--- src/rtl/core/ppa_pkg.sv ---
// Shared types, constants and helper functions of the physical page allocator.
`default_nettype none

package ppa_pkg;

   localparam int PAGE_BITS   = 12;
   localparam int WORD_COUNT  = 64;
   localparam int WIDX_BITS   = 6;
   localparam int RANGE_COUNT = 5;
   localparam int RANGE_BITS  = 3;
   localparam int FREE_BITS   = 13;
   localparam int ADDR_BITS   = 24;

   localparam logic [PAGE_BITS-1:0] PAGE_MAX = '1;
   localparam logic [FREE_BITS-1:0] FREE_MAX = '1;

   localparam logic [1:0] OP_ALLOC = 2'd0;
   localparam logic [1:0] OP_REF   = 2'd1;
   localparam logic [1:0] OP_DROP  = 2'd2;

   localparam logic [1:0] ST_DONE  = 2'd0;
   localparam logic [1:0] ST_NOMEM = 2'd1;
   localparam logic [1:0] ST_BAD   = 2'd2;

   typedef enum logic [8:0] {
      S_IDLE  = 9'b000000001,
      S_RANGE = 9'b000000010,
      S_SREAD = 9'b000000100,
      S_SBIT  = 9'b000001000,
      S_TREAD = 9'b000010000,
      S_TAKE  = 9'b000100000,
      S_RREAD = 9'b001000000,
      S_REF   = 9'b010000000,
      S_DONE  = 9'b100000000
   } state_type;

   typedef struct packed {
      logic load;
      logic range_chk;
      logic rd_scan;
      logic scan_step;
      logic rd_take;
      logic take_step;
      logic rd_ref;
      logic ref_update;
      logic emit;
   } cmd_type;

   typedef struct packed {
      logic is_alloc;
      logic is_ref;
      logic range_ok;
      logic ref_bad;
      logic scan_end;
      logic scan_found;
      logic scan_wrap;
      logic take_end;
      logic take_wrap;
      logic rsp_free;
   } stat_type;

   function automatic logic [RANGE_BITS-1:0] range_of_page(input logic [PAGE_BITS-1:0] p);
      logic [31:0] pe;
      pe = {{(32-PAGE_BITS){1'b0}}, p};
      if ((pe >> (32 - PAGE_BITS)) != 32'd0) return 3'd4;
      else if ((pe >> (24 - PAGE_BITS)) != 32'd0) return 3'd3;
      else if ((pe >> (20 - PAGE_BITS)) != 32'd0) return 3'd2;
      else if ((pe >> (16 - PAGE_BITS)) != 32'd0) return 3'd1;
      else return 3'd0;
   endfunction

   function automatic logic [RANGE_BITS-1:0] range_of_bits(input logic [6:0] mb);
      if (mb == 7'd0 || mb >= 7'd64) return 3'd4;
      else if (mb > 7'd32) return 3'd4;
      else if (mb > 7'd24) return 3'd3;
      else if (mb > 7'd20) return 3'd2;
      else if (mb > 7'd16) return 3'd1;
      else return 3'd0;
   endfunction

endpackage

`default_nettype wire

--- src/rtl/core/ppa_ctrl.sv ---
// Controller state machine sequencing allocate, reference and drop requests.
`default_nettype none

module ppa_ctrl
   import ppa_pkg::*;
(
   input  wire logic     clock,
   input  wire logic     reset,
   input  wire logic     req_valid,
   output logic          req_stall,
   input  wire stat_type stat,
   output cmd_type       cmd
);

   state_type state_ff, state_in;

   always_ff @(posedge clock) begin
      if (reset) begin
         state_ff <= S_IDLE;
      end else begin
         state_ff <= state_in;
      end
   end

   assign req_stall = (state_ff != S_IDLE);

   always_comb begin
      cmd      = '0;
      state_in = state_ff;
      unique case (state_ff)
         S_IDLE: begin
            if (req_valid) begin
               cmd.load = 1'b1;
               if (stat.is_alloc) state_in = S_RANGE;
               else if (stat.is_ref) state_in = S_RREAD;
               else state_in = S_DONE;
            end
         end
         S_RANGE: begin
            cmd.range_chk = 1'b1;
            state_in = stat.range_ok ? S_SREAD : S_DONE;
         end
         S_SREAD: begin
            cmd.rd_scan = 1'b1;
            state_in = S_SBIT;
         end
         S_SBIT: begin
            cmd.scan_step = 1'b1;
            priority if (stat.scan_end) state_in = S_DONE;
            else if (stat.scan_found) state_in = S_TREAD;
            else if (stat.scan_wrap) state_in = S_SREAD;
            else state_in = S_SBIT;
         end
         S_TREAD: begin
            cmd.rd_take = 1'b1;
            state_in = S_TAKE;
         end
         S_TAKE: begin
            cmd.take_step = 1'b1;
            priority if (stat.take_end) state_in = S_DONE;
            else if (stat.take_wrap) state_in = S_TREAD;
            else state_in = S_TAKE;
         end
         S_RREAD: begin
            cmd.rd_ref = 1'b1;
            state_in = stat.ref_bad ? S_DONE : S_REF;
         end
         S_REF: begin
            cmd.ref_update = 1'b1;
            state_in = S_DONE;
         end
         S_DONE: begin
            if (stat.rsp_free) begin
               cmd.emit = 1'b1;
               state_in = S_IDLE;
            end
         end
         default: state_in = S_IDLE;
      endcase
   end

endmodule

`default_nettype wire

--- config.mk ---
export PLATFORM = sky130hd
export DESIGN_NAME = ppa_ctrl
export DESIGN_NICKNAME = d
export VERILOG_FILES = /design/src/rtl/core/ppa_pkg.sv /design/src/rtl/core/ppa_ctrl.sv
export SDC_FILE = /design/constraint.sdc
export NUM_CORES = 1
export LEC_CHECK = 0
export ABC_AREA = 1
export BUFFER_PORTS_ARGS = -buffer_cell sky130_fd_sc_hd__buf_2
export CAP_MARGIN = 0
export CELL_PAD_IN_SITES_DETAIL_PLACEMENT = 1
export CELL_PAD_IN_SITES_GLOBAL_PLACEMENT = 1
export CORE_MARGIN = 2
export CORE_UTILIZATION = 34
export DETAILED_ROUTE_END_ITERATION = 10
export PLACE_DENSITY = 0.9
export SYNTH_ARGS = -nofsm -noshare
export SYNTH_HDL_FRONTEND = slang
export SYNTH_SLANG_ARGS = --single-unit
--- constraint.sdc ---
create_clock -name clock -period 2.5 [get_ports clock]
set_input_delay 0.5 -clock clock [delete_from_list [all_inputs] [get_ports clock]]
set_output_delay 0.5 -clock clock [all_outputs]
set_load 0.01 [all_outputs]
After elaboration in Yosys (flattened, before gate mapping)
Index checks and enable logic that the tools add are counted.
- register bits: 9
- bits of input ports: 13
- output and inout port bits: 10
- word-level logic and storage cells: 37
- equal/unequal tests: 12
- mux-type cells: 23
- reductions and logical operators: 1
- operators by type and width (kind ; number):
    $mux 9 ; 9
    $pmux 9 s9 ; 1
    $mux 1 ; 11
    $eq 9x1->1 const B ; 1
    $eq 9x2->1 const B ; 1
    $eq 9x3->1 const B ; 1
    $eq 9x4->1 const B ; 1
    $eq 9x5->1 const B ; 1
    $eq 9x6->1 const B ; 1
    $eq 9x7->1 const B ; 1
    $eq 9x8->1 const B ; 1
    $eq 9x9->1 const B ; 1
    $ne 9x1->1 const B ; 1
    $mux 6 ; 1
    $mux 4 ; 1
    $ne 2x2->1 const B ; 2
    $reduce_and 2->1 ; 1

Depth between registers and ports, before layout
- depth after elaboration: 4
- gate-level depth with buffers: 10
- gate-level depth less buffers: 10

Least setup slack after synthesis
Ideal clock, no wire load.
- path kind: input -> output
- from: in stat[0] in the netlist's numbering
- to: out cmd[0] in the netlist's numbering
- arrival time: 0.966 ns
- data required time: 2.000 ns
- slack: 1.034 ns
- stages: 2
- path buffers: 0
- cell sequence: inv_1 -> nor4_1
- RTL lines (element ; line ; source):
    start, declared ; ppa_ctrl.sv:11 ; input wire stat_type stat,
    end, declared ; ppa_ctrl.sv:12 ; output cmd_type cmd

==> flow_metrics.env <==
export IMPL_status="complete, no violations"
export IMPL_synth_distinct_cells=24
export IMPL_grt_total_usage_pct=18.2
export IMPL_rr_worst_depth=9
export IMPL_cts_buffers=3
export IMPL_drt_total_wl_mm=1.79
export IMPL_drc=0
export IMPL_post_route_min_period_ps=1870
export IMPL_postSynthNetCount=118
export IMPL_slew_viol_final=0
export IMPL_criticalPathCategory="register to output port"
export IMPL_finalSetupTns_ps=0
export IMPL_startpoint_type="register"
export IMPL_fmax_mhz=535
export IMPL_hp_class="primary input to register"
export IMPL_setup_violations=0
export IMPL_grt_start_max_net_pins=10
export IMPL_worstPathRequired_ps=2000
export IMPL_relSlewSlack_pct=81.6
export IMPL_ys_seq_area_share_pct=27.7
export IMPL_layout_nets=144
export IMPL_drt_initial_drc_count=3
export IMPL_area_growth_pct=25.2
export IMPL_diodes=0
export IMPL_synth_top_area_cell="dfxtp_1"
export IMPL_rows=15
export IMPL_fin_skew_ps=4.99
export IMPL_cts_hold_buf=0
export IMPL_critical_path_startpoint="state_ff[1]"
export IMPL_io_pins=23
export IMPL_clock_path_buffers=2
export IMPL_syn_inst=105
export IMPL_yosys_top_cells_area="dfxtp_1, nand2_1, inv_1, nor2_1, nand3_1"
export IMPL_antenna_left=0
export IMPL_globalRoute_totalOverflow=0
export IMPL_tightest_slew_ps=274
export IMPL_clk_latency_ps=260
export IMPL_finalCritPeriodShare_pct=74.8
export IMPL_hold_viol=0
export IMPL_htreeDepth=1
export IMPL_clock_sinks=9
export IMPL_yosys_warnings=0
export IMPL_grt_pass1_wl_mm=2.88
export IMPL_antenna_found_initial=0
export IMPL_drtPass1Iterations=4
export IMPL_regToRegStartpoint="state_ff[1]"
export IMPL_largest_register_ffs=9
export IMPL_worstPathMaxFanout=4
export IMPL_chipHeight_um=47.7
export IMPL_top_register="state_ff"
export IMPL_pre_cts_ws_ps=934
export IMPL_synth_area_sq_um=649
export IMPL_drive_gt1_share_pct=28.5
export IMPL_grtUsageMet2_pct=33.1
export IMPL_post_drt_wl_per_cell_um=11.6
export IMPL_gp_congestion=0.809
export IMPL_core_area_sq_um=1760
export IMPL_top_regs="state_ff (9)"
export IMPL_min_delay_start="stat[6]"
export IMPL_power_density_nw_per_um2=475
export IMPL_initial_core_util_pct=36.8
export IMPL_syn_area_per_cell_sq_um=6.18
export IMPL_path_clk_slew_ps=70
export IMPL_dieArea_sq_um=2280
export IMPL_worst_slack_ps=630
export IMPL_io_buffers=22
export IMPL_die_x_um=47.7
export IMPL_end_kind="output port"
export IMPL_cts_resized_gates=0
export IMPL_met1_usage_pct=21.7
export IMPL_cp_arrival_ps=1370
export IMPL_rsz0062_at_grt="false"
export IMPL_cts_root_buf="clkbuf_4"
export IMPL_grt_busiest_layer="met2"
export IMPL_grt_pass1_vias=698
export IMPL_place_hpwl_mm=1.54
export IMPL_yosysTopAreaCellShare_pct=27.7
export IMPL_via_count=728
export IMPL_grt_util_met3_pct=2.26
export IMPL_p_leak_uw=0.000455
export IMPL_vdd_ir_drop_max_mv=0.321
export IMPL_min_path_cells=2
export IMPL_vias_per_cell=4.70
export IMPL_post_cts_buffers=0
export IMPL_cap_violations=0
export IMPL_cts_tree="built"
export IMPL_ys_seq_elements=9
==> critical path, stage by stage, from the launching register on <==
cell and delay [ps]:
dfxtp_1 340, nor2_1 240, nand2_1 120, clkinv_1 70, nand3_1 130, inv_1 80, buf_2 120
==> path summary, 6_finish.rpt <==
| path | end | slack [ps] |
|---|---|---|
| setup / recovery | cmd[2] | 630 |
| hold / removal | state_ff[7] | 420 |
| setup reg to reg | state_ff[0] | 1040 |
| hold reg to reg | state_ff[5] | 670 |
==> cells in the mapped netlist <==
cell type  instances
inv_1             20
nor3_4             1
inv_2              2
dfxtp_1            9
o21ai_1            1
nor2_2             1
nor2_4             3
nor2_1            15
nand2_2            2
nand2_1           21
o21ai_0            1
nor4_1             1
a21oi_1            6
nand3_2            1
a21o_1             1
nand2_4            1
nor3_2             1
nand3_1            9
nand3b_1           2
buf_1              1
or3b_1             1
nor3_1             3
nand4_1            1
clkinv_1           1
==> placed cells by master (no fill, tap or decap), types with 2 or more instances in the layout <==
cell type | Yosys | routed
inv_2 | 2 | 2
nand3_1 | 9 | 9
nor3_1 | 3 | 3
inv_1 | 20 | 20
nor2_4 | 3 | 3
nand2_1 | 21 | 21
nand2_2 | 2 | 2
buf_2 | 0 | 22
dfxtp_1 | 9 | 9
nor2_1 | 15 | 15
nand3b_1 | 2 | 2
clkbuf_4 | 0 | 3
a21oi_1 | 6 | 6
==> power by group <==
part	switching (uW)	internal, uW	total (uW)	leakage, uW
sequential	7.41	150	157	0.0000730
clock	58.1	61.7	120	0.0000150
combinational	68.5	40.8	109	0.000367
==> metal layers <==
metal / share of wire (%) / wire length [um]
met5: 0 / 0
met4: 0 / 0
met3: 3.5 / 62
met2: 52 / 924
met1: 45 / 805
==> logic make-up after synthesis <==
logic type | Yosys count | share of synthesized area, %
AOI/OAI and AO/OA | 9 | 7.32
buffers and inverters | 24 | 13.9
DFF | 9 | 27.7
and+or+nand+nor | 63 | 51.1
==> cell type report <==
cell class / count / area, sq um
Fill cell: 264 / 951
Sequential cell: 9 / 180
Inverter: 23 / 86.3
Tap cell: 25 / 31.3
Timing Repair Buffer: 22 / 110
Multi-Input combinational cell: 72 / 379
Clock buffer: 4 / 26.3
==> metrics by stage <==
step	std cells	hold slack [ps]	area (sq um)	total power, uW	util (%)
after floorplan	105	579	649	234	-
after global placement	151	642	787	264	44.6
after detailed placement	151	662	787	270	44.6
after CTS	155	411	813	391	46.1
after global routing	155	413	813	411	46.1
final	155	418	813	386	46.1
Note: power is estimated with default switching activity, not from simulation.
